## src/hw/rtl/cbl_pkg.sv

```systemverilog
`timescale 1ns / 1ps
`default_nettype none

package cbl_pkg;

  localparam int SCREEN_WIDTH = 320;

  localparam int X_W    = 9;
  localparam int Y_W    = 8;
  localparam int ADDR_W = 16;
  localparam int MASK_W = 8;
  localparam int ERR_W  = 11;

  localparam logic [ADDR_W-1:0] BASE_RESET = 16'h6000;
  localparam logic [MASK_W-1:0] LEFT_MASK  = 8'h80;

  typedef enum logic {
    OP_START = 1'b0,
    OP_STEP  = 1'b1
  } op_t;

  typedef struct packed {
    logic [Y_W-1:0] y1;
    logic [X_W-1:0] x1;
    logic [Y_W-1:0] y0;
    logic [X_W-1:0] x0;
  } line_req_t;

  typedef struct packed {
    logic              last;
    logic [MASK_W-1:0] mask;
    logic [ADDR_W-1:0] addr;
  } pixel_t;

  // Cell layout: eight rows per character row, eight bytes per cell column.
  function automatic logic [ADDR_W-1:0] pixel_addr(input logic [ADDR_W-1:0] base,
                                                   input logic [X_W-1:0]    x,
                                                   input logic [Y_W-1:0]    y);
    logic [ADDR_W-1:0] row_off;
    row_off = ADDR_W'(y[Y_W-1:3]) * ADDR_W'(SCREEN_WIDTH);
    return base + row_off + ADDR_W'({x[X_W-1:3], 3'b000}) + ADDR_W'(y[2:0]);
  endfunction

  function automatic logic [MASK_W-1:0] pixel_mask(input logic [X_W-1:0] x);
    return LEFT_MASK >> x[2:0];
  endfunction

endpackage

`default_nettype wire

```

## src/hw/rtl/cell_bitmap_line_plotter.sv

```systemverilog
// Channel   Dir  Handshake                      Payload
// s_axis    in   s_axis_tvalid / s_axis_tready  tuser: operation; tdata: endpoints
// m_axis    out  m_axis_tvalid / m_axis_tready  tdata: address, mask; tlast: last
// cfg       in   cfg_valid / cfg_ready          cfg_data: bitmap base address
//
// One beat per clock in while s_axis_tready is high. A step beat's pixel out is
// registered; the address is a constant multiply and four-term add of the line state.
// A start beat loads the line state and gives no output beat.
// A two-entry output buffer takes one more beat while m_axis stalls, then drops
// s_axis_tready until the stall clears.
// Reset idles the line, sets the bitmap base to 0x6000 and holds both readys low.
`timescale 1ns / 1ps
`default_nettype none

module cell_bitmap_line_plotter (
  input  wire logic        clk,
  input  wire logic        rst,
  input  wire logic        s_axis_tvalid,
  output logic             s_axis_tready,
  input  wire logic [39:0] s_axis_tdata,  // start_x[8:0], start_y[16:9], end_x[25:17],
                                          // end_y[33:26], zero fill[39:34]
  input  wire logic        s_axis_tuser,  // operation[0]
  output logic             m_axis_tvalid,
  input  wire logic        m_axis_tready,
  output logic [23:0]      m_axis_tdata,  // byte_address[15:0], bit_mask[23:16]
  output logic             m_axis_tlast,
  input  wire logic        cfg_valid,
  output logic             cfg_ready,
  input  wire logic [15:0] cfg_data
);
  import cbl_pkg::*;

  logic              s_fire;
  op_t               op;
  line_req_t         req;
  logic [ADDR_W-1:0] bitmap_base;
  logic              emit;
  pixel_t            step_pix;
  pixel_t            out_pix;

  assign s_fire    = s_axis_tvalid && s_axis_tready;
  assign op        = op_t'(s_axis_tuser);
  assign req       = line_req_t'(s_axis_tdata[33:0]);
  assign cfg_ready = !rst;

  always_ff @(posedge clk) begin
    if (rst) begin
      bitmap_base <= BASE_RESET;
    end else if (cfg_valid && cfg_ready) begin
      bitmap_base <= cfg_data;
    end
  end

  cbl_stepper u_stepper (
    .clk  (clk),
    .rst  (rst),
    .fire (s_fire),
    .op   (op),
    .req  (req),
    .base (bitmap_base),
    .emit (emit),
    .pix  (step_pix)
  );

  cbl_out_buf u_out_buf (
    .clk       (clk),
    .rst       (rst),
    .push      (emit),
    .push_pix  (step_pix),
    .ready     (s_axis_tready),
    .out_valid (m_axis_tvalid),
    .out_ready (m_axis_tready),
    .out_pix   (out_pix)
  );

  assign m_axis_tdata = {out_pix.mask, out_pix.addr};
  assign m_axis_tlast = out_pix.last;

endmodule

`default_nettype wire

```

## src/hw/rtl/cbl_stepper.sv

```systemverilog
`timescale 1ns / 1ps
`default_nettype none

module cbl_stepper (
  input  wire logic                      clk,
  input  wire logic                      rst,
  input  wire logic                      fire,
  input  wire cbl_pkg::op_t              op,
  input  wire cbl_pkg::line_req_t        req,
  input  wire logic [cbl_pkg::ADDR_W-1:0] base,
  output logic                           emit,
  output cbl_pkg::pixel_t                pix
);
  import cbl_pkg::*;

  logic             line_active;
  logic [X_W-1:0]   cur_x;
  logic [Y_W-1:0]   cur_y;
  logic [X_W-1:0]   target_x;
  logic [Y_W-1:0]   target_y;
  logic [X_W-1:0]   delta_x;
  logic [X_W-1:0]   neg_delta_y;
  logic [1:0]       step_dirs;
  logic [ERR_W-1:0] error_term;

  logic [X_W-1:0]   dx_start;
  logic [Y_W-1:0]   dy_start;
  logic [X_W-1:0]   ndy_start;
  logic [ERR_W-1:0] err_start;

  logic [ERR_W:0]   e2;
  logic [ERR_W:0]   ndy_ext;
  logic [ERR_W:0]   dx_ext;
  logic             take_x;
  logic             take_y;
  logic             at_end;
  logic [ERR_W-1:0] error_next;
  logic [X_W-1:0]   cur_x_next;
  logic [Y_W-1:0]   cur_y_next;

  always_comb begin
    dx_start  = (req.x1 >= req.x0) ? req.x1 - req.x0 : req.x0 - req.x1;
    dy_start  = (req.y1 >= req.y0) ? req.y1 - req.y0 : req.y0 - req.y1;
    ndy_start = X_W'(0) - {1'b0, dy_start};
    err_start = ERR_W'(dx_start) + {{(ERR_W-X_W){ndy_start[X_W-1]}}, ndy_start};
  end

  always_comb begin
    e2      = {error_term, 1'b0};
    ndy_ext = {{(ERR_W+1-X_W){neg_delta_y[X_W-1]}}, neg_delta_y};
    dx_ext  = (ERR_W+1)'(delta_x);
    take_x  = $signed(e2) >= $signed(ndy_ext);
    take_y  = $signed(e2) <= $signed(dx_ext);
    at_end  = (cur_x == target_x) && (cur_y == target_y);

    error_next = error_term
               + (take_x ? ndy_ext[ERR_W-1:0] : ERR_W'(0))
               + (take_y ? dx_ext[ERR_W-1:0] : ERR_W'(0));
    cur_x_next = cur_x;
    if (take_x) begin
      cur_x_next = step_dirs[0] ? cur_x + X_W'(1) : cur_x - X_W'(1);
    end
    cur_y_next = cur_y;
    if (take_y) begin
      cur_y_next = step_dirs[1] ? cur_y + Y_W'(1) : cur_y - Y_W'(1);
    end

    emit     = fire && (op == OP_STEP) && line_active;
    pix.addr = pixel_addr(base, cur_x, cur_y);
    pix.mask = pixel_mask(cur_x);
    pix.last = at_end;
  end

  always_ff @(posedge clk) begin
    if (rst) begin
      line_active <= 1'b0;
      cur_x       <= '0;
      cur_y       <= '0;
      target_x    <= '0;
      target_y    <= '0;
      delta_x     <= '0;
      neg_delta_y <= '0;
      step_dirs   <= '0;
      error_term  <= '0;
    end else if (fire && (op == OP_START)) begin
      // load endpoints; any line in progress is dropped
      line_active <= 1'b1;
      cur_x       <= req.x0;
      cur_y       <= req.y0;
      target_x    <= req.x1;
      target_y    <= req.y1;
      delta_x     <= dx_start;
      neg_delta_y <= ndy_start;
      step_dirs   <= {req.y0 < req.y1, req.x0 < req.x1};
      error_term  <= err_start;
    end else if (emit) begin
      if (at_end) begin
        line_active <= 1'b0;
      end else begin
        cur_x      <= cur_x_next;
        cur_y      <= cur_y_next;
        error_term <= error_next;
      end
    end
  end

  a_last_goes_idle: assert property (@(posedge clk) disable iff (rst)
    (emit && pix.last) |=> !line_active)
    else $error("line still active after its last pixel");

  a_mask_onehot: assert property (@(posedge clk) disable iff (rst)
    emit |-> $onehot(pix.mask))
    else $error("pixel mask not one-hot");

  a_step_moves: assert property (@(posedge clk) disable iff (rst)
    (emit && !pix.last) |=> ((cur_x != $past(cur_x)) || (cur_y != $past(cur_y))))
    else $error("step left the pixel position unchanged");

endmodule

`default_nettype wire

```

## src/hw/rtl/cbl_out_buf.sv

```systemverilog
`timescale 1ns / 1ps
`default_nettype none

module cbl_out_buf (
  input  wire logic            clk,
  input  wire logic            rst,
  input  wire logic            push,
  input  wire cbl_pkg::pixel_t push_pix,
  output logic                 ready,
  output logic                 out_valid,
  input  wire logic            out_ready,
  output cbl_pkg::pixel_t      out_pix
);
  import cbl_pkg::*;

  logic   main_valid;
  pixel_t main_pix;
  logic   skid_valid;
  pixel_t skid_pix;

  // hold off new beats during reset so none is taken and then dropped
  assign ready     = !skid_valid && !rst;
  assign out_valid = main_valid;
  assign out_pix   = main_pix;

  always_ff @(posedge clk) begin
    if (rst) begin
      main_valid <= 1'b0;
      skid_valid <= 1'b0;
    end else if (!main_valid || out_ready) begin
      // output slot frees up: refill from skid first, else from the new beat
      if (skid_valid) begin
        main_valid <= 1'b1;
        skid_valid <= 1'b0;
      end else begin
        main_valid <= push;
      end
    end else if (push) begin
      skid_valid <= 1'b1;
    end
  end

  always_ff @(posedge clk) begin
    if (!main_valid || out_ready) begin
      main_pix <= skid_valid ? skid_pix : push_pix;
    end else if (push) begin
      skid_pix <= push_pix;
    end
  end

  a_skid_behind_main: assert property (@(posedge clk) disable iff (rst)
    skid_valid |-> main_valid)
    else $error("skid holds a beat while output is empty");

  a_no_push_when_full: assert property (@(posedge clk) disable iff (rst)
    push |-> !skid_valid)
    else $error("beat pushed into full buffer");

  a_skid_drains: assert property (@(posedge clk) disable iff (rst)
    (skid_valid && out_ready) |=> (main_valid && !skid_valid))
    else $error("skid beat not moved forward");

endmodule

`default_nettype wire

```

## config.mk

```make
export PLATFORM = sky130hd
export DESIGN_NAME = cell_bitmap_line_plotter
export DESIGN_NICKNAME = d
export VERILOG_FILES = /design/src/hw/rtl/cbl_pkg.sv /design/src/hw/rtl/cell_bitmap_line_plotter.sv /design/src/hw/rtl/cbl_stepper.sv /design/src/hw/rtl/cbl_out_buf.sv
export SDC_FILE = /design/constraint.sdc
export NUM_CORES = 1
export LEC_CHECK = 0
export ABC_AREA = 0
export ABC_CLOCK_PERIOD_IN_PS = 7900
export BUFFER_PORTS_ARGS = -buffer_cell sky130_fd_sc_hd__buf_2
export CAP_MARGIN = 20
export CORE_MARGIN = 10
export CORE_UTILIZATION = 52
export DETAILED_ROUTE_END_ITERATION = 16
export PLACE_DENSITY = 0.71
export SKIP_LAST_GASP = 1
export SLEW_MARGIN = 20
export SYNTH_ARGS = -nofsm -noshare
export SYNTH_HDL_FRONTEND = slang
export SYNTH_SLANG_ARGS = --single-unit
```

## constraint.sdc

```tcl
create_clock -name clk -period 7.9 [get_ports clk]
set_input_delay 1.58 -clock clk [delete_from_list [all_inputs] [get_ports clk]]
set_output_delay 1.58 -clock clk [all_outputs]
set_load 0.05 [all_outputs]
```

Word level (Yosys, flattened, before mapping)
Index checks and enable logic that the tools add are counted.
Storage, ports and cells
  register bits after elaboration: 134
  output and inout port bits: 28
  word-level logic and storage cells: 89
Cells by class
  $lt $le $gt $ge: 6
  shift-type cells: 1
  add/subtract/negate cells: 15
  bitwise logic cells: 2
  reduce and logical (&&, ||, !) cells: 21
  multiplexer cells: 22
  multiply operators: 1
  eq/ne operators: 3
Operator list (number)
  $mux W9: 7
  $mux W8: 6
  $mux W11: 4
  $mux W25: 1
  $add A11 B11 Y11: 2
  $sub A9 B9 Y9: 2
  $add A16 B14 Y16: 1
  $add A16 B3 Y16: 1
  $add A16 B9 Y16: 1
  $sub A8 B8 Y8: 2
  $ge A12 B9 Y1: 1
  $le A12 B10 Y1: 1
  $add A10 B9 Y11: 1
  $add A9 B1 Y9 const B: 1
  $eq A9 B9 Y1: 1
  $ge A9 B9 Y1: 1
  $lt A9 B9 Y1: 1
  $sub A1 B8 Y9 const A: 1
  $sub A9 B1 Y9 const B: 1
  $add A8 B1 Y8 const B: 1
  $eq A8 B8 Y1: 1
  $ge A8 B8 Y1: 1
  $lt A8 B8 Y1: 1
  $mul A5 B3 Y8 const B: 1
  other kinds (12): 30

Logic depth before layout (Yosys ltp)
Gate-level depths: netlist (run 1).
  depth in word-level cells: 7
  depth in mapped cells: 23
  mapped depth without buffers: 22

Modules after synthesis
A second synthesis (run 1) with hierarchy kept.
Second synthesis, totals
  cells, all modules: 1048
  area total of the unflattened synthesis: 9932.0 um2
Modules (own cells, without submodules)
  cbl_stepper: seq. area each 1321.3 um2, cells an instance 908, times used 1, area each 7372.1 um2
  cbl_out_buf: seq. area each 1541.5 um2, cells an instance 87, times used 1, area each 1973.1 um2
  cell_bitmap_line_plotter: seq. area each 320.3 um2, cells an instance 53, times used 1, area each 586.8 um2

Least setup slack after synthesis (run 1)
OpenSTA, ideal clock, no wires.
  path type: input to register
  from: input port s_axis_tdata[26]
  to: register u_stepper.error_term[10]
  data arrival time: 5.162 ns
  data required time: 7.764 ns
  stages: 19
  path buffers: 0
  path slack: 2.603 ns
  cells stage by stage: inv_1 ha_1 inv_1 fa_1 nand3_1 a31oi_4 nor2_2 mux2i_1 ha_1 fa_1 a21o_1 a21oi_1 o21bai_1 a21oi_1 o21bai_1 a211o_1 a21o_1 mux2i_1 a211oi_2
Between the ends
  longest elaborated chain between the ends: 5
RTL lines
  start: declaration: RTL line cell_bitmap_line_plotter.sv:20  | input wire logic [39:0] s_axis_tdata,
  $sub A8 B8 Y8 or $ge A8 B8 Y1 (tied branches): RTL line cbl_stepper.sv:43  | dy_start = (req.y1 >= req.y0) ? req.y1 - req.y0 : req.y0 - req.y1;
  $mux W8 (*): RTL line cbl_stepper.sv:43
  $sub A1 B8 Y9 (*): RTL line cbl_stepper.sv:44  | ndy_start = X_W'(0) - {1'b0, dy_start};
  net u_stepper.ndy_start[1]: RTL line cbl_stepper.sv:28  | logic [X_W-1:0] ndy_start;
  $add A10 B9 Y11 (*): RTL line cbl_stepper.sv:45  | err_start = ERR_W'(dx_start) + {{(ERR_W-X_W){ndy_start[X_W-1]}}, ndy_start};
  $mux W11 (*): RTL line cbl_stepper.sv:85  | end else if (fire && (op == OP_START)) begin
  end signal: assignment: RTL line cbl_stepper.sv:95  | error_term <= err_start;
  end signal: assignment: RTL line cbl_stepper.sv:102  | error_term <= error_next;
  end: declaration: RTL line cbl_stepper.sv:24  | logic [ERR_W-1:0] error_term;
Mark *: on every way through the listed nets, which the timed path passes. The rest lies on a longest branch.
A chain may end at the register's enable or synchronous reset.

Final worst setup path (run 1)
Same ends and word-level chain as after synthesis.

==> impl_metrics.csv, run 1 <==
group,metric,value,unit
critical_path,cp.required,8.17,ns
floorplan,ioPinCount,90,
cts,clock_tree_from_tritoncts,"built",
timing,setup_viol_count_final,0,
routing,wl_met3,1.45,mm
timing,maxClockFrequency,181,MHz
cts,post-cts-setup-buffers,0,
layout,finalNetCount,1369,
outcome,outcome,"complete, no violations",
cts,cts_buffer_depth,2,
yosys,post-synth-top-area-fraction,16.8,%
timing,post-route-min-period,5.53,ns
routing,top_signal_layer_used,"met5",
yosys,nets_in_the_synthesized_netlist,1303,
hold_path,hold_class,"reg -> reg",
cts,postCtsHoldBufs,0,
yosys,most_used_standard_cells_in_the_synthesized_netlist,"inv_1, ha_1, nand2_1, a21oi_1, dfxtp_1",
routing,total_routed_wirelength,24.1,mm
grt,grt_max_degree,69,
layout,syn2layout_area_growth,12.2,%
power_and_ir_drop,power_per_cell_area,209,mW/mm²
routing,detailedRoute.firstPassIterationCount,7,
critical_path,setup.worst_path.start,"s_axis_tdata[26]",
timing,worst_slew_margin_rel,29.6,%
critical_path,crit_path_max_fanout,7,
yosys,synth_ff_type,"dfxtp_1",
critical_path,crit_arrival,5.81,ns
critical_path,timing.setup.critical_path_class,"in -> reg",
timing,setup_repair_after_global_routing_missed_its_margin,"no",
floorplan,die_height,159,µm
timing,worst-slew-pin-transition,1.06,ns
floorplan,die_width,159,µm
timing,drv_slew,0,
routing,avgRoutedWirePerCell,16.7,µm
grt,grt_use_total,19.3,%
critical_path,origin_of_the_critical_flop_to_flop_path,"u_stepper.delta_x[2]",
place,port-buffer-count,83,
floorplan,core-area,0.0188,mm²
layout,final_layout_size_suffix_gt1_share,14.2,%
timing,hold-worst-slack,0.468,ns
yosys,netlist_instances,1101,
flow_run,drv.max_cap_violation_count,0,
cts,cts_num_sinks,134,
power_and_ir_drop,irDropWorstVdd,0.000149,V
floorplan,start_util,53.1,%
yosys,synth_async_sr_flop_share,0,%
critical_path,worstSetupEndpointType,"flop",
timing,timing_hold_violations_final,0,
power_and_ir_drop,power.leakage,5.14,nW
routing,first_iter_violations,562,
grt,grt_pass1_vias,8124,
timing,share_of_the_clock_period_used_by_the_worst_path_after_layout,70.0,%
routing,detailroute.wirelength.met2,11.6,mm
yosys,mappedNetlistArea,0.0100,mm²
grt,grt_overflow_total,0,
cts,worst_skew_pair.late_latency,0.42,ns
floorplan,core.rowCount,50,
grt,grt_pass1_wl,40.7,mm
place,place_congestion,0.892,
timing,fin_setup_tns,0,ns
routing,vias,7986,
layout,stdcell_count,1441,
floorplan,die-area,0.0252,mm²
cts,cts_buffers,17,
routing,route.antenna.remaining_nets,0,
cts,clk_pin_slew,0.06,ns
yosys,synth.yosys.seq_area_share,31.8,%
routing,vias_per_cell,5.54,
yosys,synth.yosys.warnings,0,
routing,detail_route.wirelength.met1,10.4,mm
power_and_ir_drop,totalPowerFinal,0.00235,W
timing,finalClockSkew,0.0102,ns
place,placed_instances,1408,
cts,clock_tree.root_cell,"clkbuf_16",
yosys,post_syn_area_per_cell,9.09,µm²
yosys,flop_and_latch_count_out_of_synthesis,134,
yosys,synthDistinctLibCells,77,
hold_path,hold_path_startpoint,"u_stepper.target_x[6]",
cts,cells_resized_by_post_cts_repair,0,
place,post-dp-hpwl,18.5,mm
grt,grt_antenna_before_repair,2,
routing,drt_drc_violations_left,0,
critical_path,setup.worst_path.start_class,"input pin",
yosys,synthMostInstantiatedCell,"inv_1",
yosys,synth_top_cell_by_area,"dfxtp_1",
yosys,synth_enable_flop_cells,50,
yosys,leading_cell_types_by_total_area_after_synthesis,"dfxtp_1, edfxtp_1, ha_1",
cts,cts_max_level,4,
==> worst max-delay path, cell delays in order <==
cell      delay (ns)
buf_2           0.11
inv_1           0.05
ha_1            0.16
inv_1           0.06
fa_1            0.41
nand3_1         0.18
a31oi_4         0.15
nor2_2          0.30
mux2i_1         0.41
ha_1            0.36
fa_1            0.47
a21o_1          0.17
a21oi_1         0.22
o21bai_1        0.09
a21oi_1         0.23
o21bai_1        0.13
a211o_1         0.33
a21o_1          0.16
mux2i_1         0.16
a211oi_2        0.06
==> kinds of logic after synthesis <==
family,after synthesis,synth area share (%)
buf+inv,166,6.60
flops,134,31.8
simple gates,279,12.8
xor+xnor,77,6.89
mux,49,5.33
fa+ha+maj,140,19.2
compound gates,256,17.4
==> registers in the layout (all words and copies together) (netlist names) <==
| name | flops |
|---|---|
| u_stepper.neg_delta_y | 9 |
| u_stepper.line_active | 1 |
| u_stepper.target_x | 9 |
| u_stepper.step_dirs | 2 |
| u_stepper.target_y | 8 |
| u_stepper.delta_x | 9 |
| u_stepper.cur_y | 8 |
| bitmap_base | 16 |
| u_out_buf.skid_pix | 25 |
| u_out_buf.skid_valid | 1 |
| u_out_buf.out_valid | 1 |
| u_stepper.cur_x | 9 |
| u_out_buf.out_pix | 25 |
| u_stepper.error_term | 11 |
==> metal layers <==
metal,vias to the layer above,track usage [%]
li1,3988,-
met1,3750,23.1
met2,208,32.8
met3,38,5.06
met4,2,6.46
met5,-,0
==> layout by cell type, fill, tap and decap left out, drive strengths merged, types with 7 or more instances in the layout <==
master,synthesis,final
inv,123,131
ha,118,118
nand2,111,111
a21oi,95,95
buf,11,90
dfxtp,84,84
nor2,80,80
xnor2,56,56
edfxtp,50,50
o21ai,34,34
mux2i,25,25
mux2,24,24
a21o,23,23
fa,22,22
xor2,20,20
nor3,19,19
clkbuf,32,17
nand3,14,14
o21bai,14,14
nor2b,12,12
a211oi,12,12
nand4,10,10
a222oi,9,9
and2,8,8
and3,8,8
o21a,8,8
o31ai,7,7
==> power breakdown <==
part | leakage [nW] | total, W | internal, W | switching [W]
Clock | 0.305 | 0.000836 | 0.000506 | 0.000330
Combinational | 3.62 | 0.000720 | 0.000287 | 0.000433
Sequential | 1.21 | 0.000791 | 0.000761 | 0.0000306
Total | 5.14 | 0.00235 | 0.00155 | 0.000793
==> per-stage QoR <==
stage	cell area, µm²	setup slack (ns)	util (%)
finish	11200	2.37	59.6
global route	11200	1.97	59.6
CTS	11200	2.37	59.6
detailed placement	10600	1.94	56.3
global placement	10600	2.03	56.3
floorplan	10000	2.60	-
==> layout make-up <==
type | instances | area, µm²
Multi-Input combinational cell | 801 | 6170
Clock buffer | 17 | 425
Sequential cell | 134 | 3180
Timing Repair Buffer | 90 | 468
Clock inverter | 15 | 191
Inverter | 123 | 462
Fill cell | 1632 | 7600
Tap cell | 260 | 325
Antenna cell | 1 | 2.50
==> worst paths after layout <==
check / depth (start not counted) / slack, ns / to
worst max-delay path: 20 / 2.37 / u_stepper.error_term[10]
worst min-delay path: 2 / 0.47 / u_stepper.target_x[6]
worst max register to register: 22 / 2.51 / u_stepper.error_term[9]
worst min register to register: 2 / 0.47 / u_stepper.target_x[6]
Power figures use the tool's default switching activity.
==> run 2: changes to the inputs <==
ABC_AREA = 1   (was 0)
ABC_CLOCK_PERIOD_IN_PS = 5100   (was 7900)
clock period = 5.1 ns   (was 7.9 ns; I/O delays follow)
==> impl_metrics.csv, run 2 <==
group,metric,value,unit
yosys,synth.yosys.warnings,0,
yosys,synthMostInstantiatedCell,"nand2_1",
yosys,flop_and_latch_count_out_of_synthesis,134,
flow_run,drv.max_cap_violation_count,0,
cts,cells_resized_by_post_cts_repair,0,
yosys,post-synth-top-area-fraction,15.8,%
floorplan,core-area,0.0202,mm²
floorplan,die_width,163,µm
layout,n_antenna_cell,0,
layout,final_layout_size_suffix_gt1_share,10.8,%
place,worst_setup_slack_post_dpl,0.320,ns
yosys,synth_ff_type,"dfxtp_1",
yosys,synth_enable_flop_cells,50,
critical_path,crit_arrival,4.70,ns
yosys,mappedNetlistArea,0.0106,mm²
routing,wl_met3,1.59,mm
routing,detailedRoute.firstPassIterationCount,5,
yosys,synth_async_sr_flop_share,0,%
place,place_congestion,0.925,
timing,setup_viol_count_final,0,
yosys,synth_top_cell_by_area,"dfxtp_1",
floorplan,ioPinCount,90,
layout,finalNetCount,1710,
yosys,synth.yosys.seq_area_share,30.0,%
layout,layout_commonest_cell,"nand2_1",
yosys,post_syn_area_per_cell,7.37,µm²
floorplan,die-area,0.0265,mm²
grt,grt_pass1_wl,43.3,mm
power_and_ir_drop,power.leakage,6.02,nW
cts,clock_tree_from_tritoncts,"built",
outcome,outcome,"complete, no violations",
floorplan,die_height,163,µm
cts,postCtsHoldBufs,0,
critical_path,worstSetupEndpointType,"flop",
power_and_ir_drop,power_per_cell_area,318,mW/mm²
grt,grt_pass1_vias,9013,
routing,top_signal_layer_used,"met4",
critical_path,timing.critical_path.mode_cell,"nand2_1",
routing,vias,9313,
layout,final_cell_mix,"nand2_1, inv_1, a21oi_1, ha_1, o21ai_0",
cts,worst_skew_pair.late_latency,0.43,ns
yosys,leading_cell_types_by_total_area_after_synthesis,"dfxtp_1, edfxtp_1, ha_1",
layout,syn2layout_area_growth,11.5,%
critical_path,critical_path.slowest_cell,"fa_1",
routing,detailroute.wirelength.met2,11.7,mm
place,post-dp-hpwl,20.0,mm
routing,avgRoutedWirePerCell,14.3,µm
cts,cts_buffer_depth,2,
cts,post-cts-setup-buffers,0,
floorplan,start_util,52.6,%
timing,worst_slew_margin_rel,42.3,%
floorplan,core.rowCount,52,
timing,worst-slew-pin-transition,0.865,ns
timing,timing_hold_violations_final,0,
yosys,synthDistinctLibCells,53,
yosys,netlist_instances,1440,
hold_path,hold_class,"reg -> reg",
cts,cts_max_level,4,
critical_path,cp.required,5.42,ns
timing,finalClockSkew,0.00928,ns
cts,clock_tree.root_cell,"clkbuf_16",
routing,drt_drc_violations_left,0,
grt,grt_overflow_total,0,
power_and_ir_drop,totalPowerFinal,0.00377,W
routing,vias_per_cell,5.20,
timing,hold-worst-slack,0.481,ns
cts,clk_pin_slew,0.06,ns
grt,grt_antenna_before_repair,0,
critical_path,timing.critical_path.max_delay_family,"simple AND/OR/NAND/NOR gates",
critical_path,timing.setup.critical_path_class,"in -> reg",
place,placed_instances,1759,
yosys,nets_in_the_synthesized_netlist,1642,
critical_path,critical_path_buffer_and_inverter_count,5,
routing,total_routed_wirelength,25.6,mm
routing,first_iter_violations,594,
routing,detail_route.wirelength.met1,11.9,mm
cts,cts_buffers,17,
grt,grt_max_degree,98,
layout,multiInputGateArea,0.00640,mm²
layout,n_fill_cell,1910,
timing,post-route-min-period,4.39,ns
place,port-buffer-count,83,
layout,regArea,0.00318,mm²
power_and_ir_drop,irDropWorstVdd,0.000203,V
cts,cts_num_sinks,134,
timing,drv_slew,0,
critical_path,crit_path_max_fanout,8,
timing,setup_ws,0.714,ns
yosys,most_used_standard_cells_in_the_synthesized_netlist,"nand2_1, inv_1, a21oi_1, ha_1, o21ai_0",
layout,stdcell_count,1791,
grt,grt_use_total,19.7,%
timing,setup_repair_after_global_routing_missed_its_margin,"no",
timing,share_of_the_clock_period_used_by_the_worst_path_after_layout,86.0,%
timing,maxClockFrequency,228,MHz
routing,route.antenna.remaining_nets,0,
critical_path,cp_slowest_stage_delay,0.44,ns
timing,fin_setup_tns,0,ns
critical_path,setup.worst_path.start_class,"input pin",
run 2: per-stage QoR:
step	utilization (%)	cell area, µm²
after detailed placement	55.8	11200
final	58.7	11800
after CTS	58.7	11800
after global routing	58.7	11800
after floorplan	-	10600
after global placement	55.8	11200
run 2: worst register-to-register path, stage by stage, from the launching register on:
cell,delay [ns]
dfxtp_1,0.36
inv_1,0.12
ha_1,0.36
nand2_1,0.06
inv_1,0.07
nand2_1,0.07
nor2_1,0.10
nand2_1,0.08
nand3_1,0.07
nand2_1,0.05
nand2_1,0.35
nand2_1,0.16
fa_1,0.51
inv_1,0.04
ha_1,0.26
fa_1,0.42
nand2_1,0.09
inv_1,0.05
nor2_1,0.11
o21bai_1,0.12
nand4_1,0.09
o211ai_1,0.12
nand2_1,0.07
nor3b_1,0.25
nor2_1,0.08
nand2_1,0.06
inv_1,0.04
run 2: logic make-up (layout without fill, tap and decap cells):
group                    Yosys count  after routing  share of synthesized area, %
AND/OR/NAND/NOR                  549            549                          22.9
AO/OA/AOI/OAI                    284            284                          14.1
adder cells (fa/ha/maj)          140            140                          18.1
buffers and inverters            270            351                          9.76
flip-flops                       134            134                          30.0
XOR/XNOR                          63             63                          5.20
run 2: where the power goes:
part	total, W	internal [W]	switching, W
clock network	0.00121	0.000692	0.000523
registers	0.00125	0.00119	0.0000532
logic	0.00131	0.000437	0.000869
run 2: layout make-up:
type | instances | share of cell area (%)
flip-flops and latches | 134 | 26.9
well taps | 270 | 2.85
clock buffers | 17 | 3.59
inverters | 230 | 7.33
repair buffers | 89 | 3.89
multi-input cells | 1036 | 54.1
clock inverters | 15 | 1.34
run 2: worst paths after layout:
check	startpoint	endpoint	slack, ns	depth (start not counted)
worst min register to register	bitmap_base[14]	bitmap_base[14]	0.48	2
worst max register to register	u_stepper.neg_delta_y[8]	u_stepper.error_term[9]	0.86	26
worst min-delay path	bitmap_base[14]	bitmap_base[14]	0.48	2
worst max-delay path	s_axis_tdata[26]	u_stepper.error_term[7]	0.71	27
run 2: per-layer routing:
| metal | vias up | GRT usage (%) |
|---|---|---|
| li1 | 4833 | - |
| met1 | 4202 | 26.4 |
| met2 | 239 | 31.8 |
| met3 | 39 | 3.51 |
| met4 | 0 | 5.86 |
| met5 | - | 0 |
==> run 3: changes to the inputs <==
CELL_PAD_IN_SITES_DETAIL_PLACEMENT = 0   (was not set)
CELL_PAD_IN_SITES_GLOBAL_PLACEMENT = 2   (was not set)
CORE_UTILIZATION = 36   (was 52)
CTS_BUF_LIST = sky130_fd_sc_hd__clkbuf_8   (was not set)
GPL_TIMING_DRIVEN = 1   (was not set)
PLACE_DENSITY = not set   (was 0.71)
PLACE_DENSITY_LB_ADDON = 0.1   (was not set)
==> impl_metrics.csv, run 3 (synthesis gave the netlist of run 2 again) <==
group,metric,value,unit
outcome,outcome,"complete, no violations",
place,postPlaceCellArea,0.0114,mm²
timing,post-route-min-period,4.44,ns
routing,drt_drc_violations_left,0,
routing,first_iter_violations,376,
critical_path,setup.worst_path.start_class,"input pin",
critical_path,timing.setup.critical_path_class,"in -> reg",
power_and_ir_drop,irDropWorstVdd,0.000132,V
flow_run,drv.max_cap_violation_count,0,
timing,hold-worst-slack,0.481,ns
routing,route.antenna.remaining_nets,0,
place,port-buffer-count,83,
floorplan,start_util,36.8,%
cts,postCtsHoldBufs,0,
critical_path,r2r_slack,0.89,ns
power_and_ir_drop,power.share.clock,25.2,%
layout,syn2layout_area_growth,10.7,%
critical_path,origin_of_the_critical_flop_to_flop_path,"u_stepper.neg_delta_y[8]",
timing,fin_setup_tns,0,ns
place,placed_instances,1872,
place,post-dp-hpwl,23.3,mm
power_and_ir_drop,totalPowerFinal,0.00344,W
cts,cells_resized_by_post_cts_repair,0,
critical_path,cp_slowest_stage_delay,0.45,ns
cts,cts_buffers,17,
layout,n_fill_cell,3120,
routing,total_routed_wirelength,29.6,mm
timing,worst_slew_margin_rel,32.4,%
cts,cts_buffer_depth,2,
routing,avgRoutedWirePerCell,15.5,µm
floorplan,core.rowCount,62,
grt,grt_antenna_before_repair,0,
critical_path,worstSetupEndpointType,"flop",
critical_path,timing.critical_path.mode_cell,"nand2_1",
timing,drv_slew,0,
routing,detailedRoute.firstPassIterationCount,5,
layout,n_antenna_cell,0,
critical_path,endpoint,"u_stepper.error_term[7]",
critical_path,crit_path_max_fanout,8,
cts,cts_max_level,4,
cts,post-cts-setup-buffers,0,
power_and_ir_drop,power_switching_share,42.2,%
floorplan,die_width,192,µm
cts,cts_num_sinks,134,
routing,vias,9152,
critical_path,worst_r2r_path_depth,26,
layout,multiInputGateArea,0.00640,mm²
floorplan,core-area,0.0289,mm²
power_and_ir_drop,switchingPower,0.00145,W
timing,setup_repair_after_global_routing_missed_its_margin,"no",
critical_path,critical_path.slowest_cell,"fa_1",
power_and_ir_drop,power.leakage,5.90,nW
timing,setup_viol_count_final,0,
floorplan,die_height,192,µm
floorplan,die-area,0.0367,mm²
layout,regArea,0.00318,mm²
layout,finalNetCount,1709,
timing,finalClockSkew,0.0179,ns
layout,finish.instance_area,0.0118,mm²
critical_path,setup.worst_path.start,"s_axis_tdata[26]",
timing,worst-slew-pin-transition,1.01,ns
layout,layout_commonest_cell,"nand2_1",
timing,timing_hold_violations_final,0,
power_and_ir_drop,seqPwrFrac,36.4,%
timing,share_of_the_clock_period_used_by_the_worst_path_after_layout,87.1,%
critical_path,r2r_end,"u_stepper.error_term[9]",
grt,grt_pass1_vias,8691,
floorplan,ioPinCount,90,
hold_path,hold_class,"reg -> reg",
grt,grt_max_degree,98,
cts,worst_skew_pair.late_latency,0.46,ns
layout,final_cell_mix,"nand2_1, inv_1, a21oi_1, ha_1, o21ai_0",
cts,clk_pin_slew,0.10,ns
grt,grt_overflow_total,0,
cts,clock_tree.root_cell,"clkbuf_8",
power_and_ir_drop,p_int,0.00199,W
critical_path,cp.required,5.45,ns
grt,grt_pass1_wl,46.9,mm
power_and_ir_drop,combinationalPowerShare,38.4,%
critical_path,crit_arrival,4.79,ns
grt,grt_use_total,16.1,%
layout,stdcell_count,1904,
routing,vias_per_cell,4.81,
place,place_congestion,0.859,
layout,final_layout_size_suffix_gt1_share,10.7,%
cts,clock_tree_from_tritoncts,"built",
timing,maxClockFrequency,225,MHz
power_and_ir_drop,power_per_cell_area,292,mW/mm²
[run 3: how the worst min path moves through the flow]
| stage | slack (ns) | start | cells after the start | endpoint |
|---|---|---|---|---|
| 3_3_place_gp | 0.46 | u_stepper.line_active | 2 | u_stepper.line_active |
| 3_5_place_dp | 0.47 | bitmap_base[13] | 2 | bitmap_base[13] |
| 6_report | 0.48 | bitmap_base[14] | 2 | bitmap_base[14] |
| 5_1_grt | 0.51 | bitmap_base[14] | 2 | bitmap_base[14] |
| 2_1_floorplan | 0.45 | u_stepper.neg_delta_y[1] | 2 | u_stepper.neg_delta_y[1] |
| 4_1_cts | 0.49 | u_stepper.line_active | 2 | u_stepper.line_active |
[run 3: cell type report]
class                           count  area share (%)
Clock buffer                       17            1.99
Tap cell                          384            4.09
Multi-Input combinational cell   1036            54.5
Sequential cell                   134            27.1
Timing Repair Buffer               88            3.85
Inverter                          230            7.38
Clock inverter                     15            1.13
[run 3: power by group through the flow]
stage          logic (W)  registers (W)  clock network (W)
5_1_grt          0.00150        0.00126           0.000939
3_5_place_dp     0.00132        0.00128                  0
2_1_floorplan   0.000890        0.00137                  0
3_3_place_gp     0.00133        0.00127                  0
4_1_cts          0.00133        0.00125           0.000894
6_report         0.00132        0.00125           0.000865
[run 3: layer usage]
layer	global-route usage, %	wire length [µm]	share of wire (%)	vias to the layer above
met3	2.01	749	2.5	17
met5	0	0	0	-
li1	-	-	-	4835
met2	26.4	13800	47	122
met1	22.0	14700	50	4178
met4	3.61	300	1.0	0
[run 3: metrics by stage]
stage	util, %	worst slack, ns
2_1_floorplan	-	0.875
3_3_place_gp	39.5	0.218
3_5_place_dp	39.5	0.182
4_1_cts	40.7	0.683
5_1_grt	40.7	0.258
6_report	40.7	0.659
[run 3: critical path: cells and delay by family]
family                   cells  cell delay, ns
adder cells (fa/ha/maj)      4            1.17
AO/OA/AOI/OAI                5            1.03
AND/OR/NAND/NOR             11            0.98
buffers and inverters        5            0.41
XOR/XNOR                     1            0.17
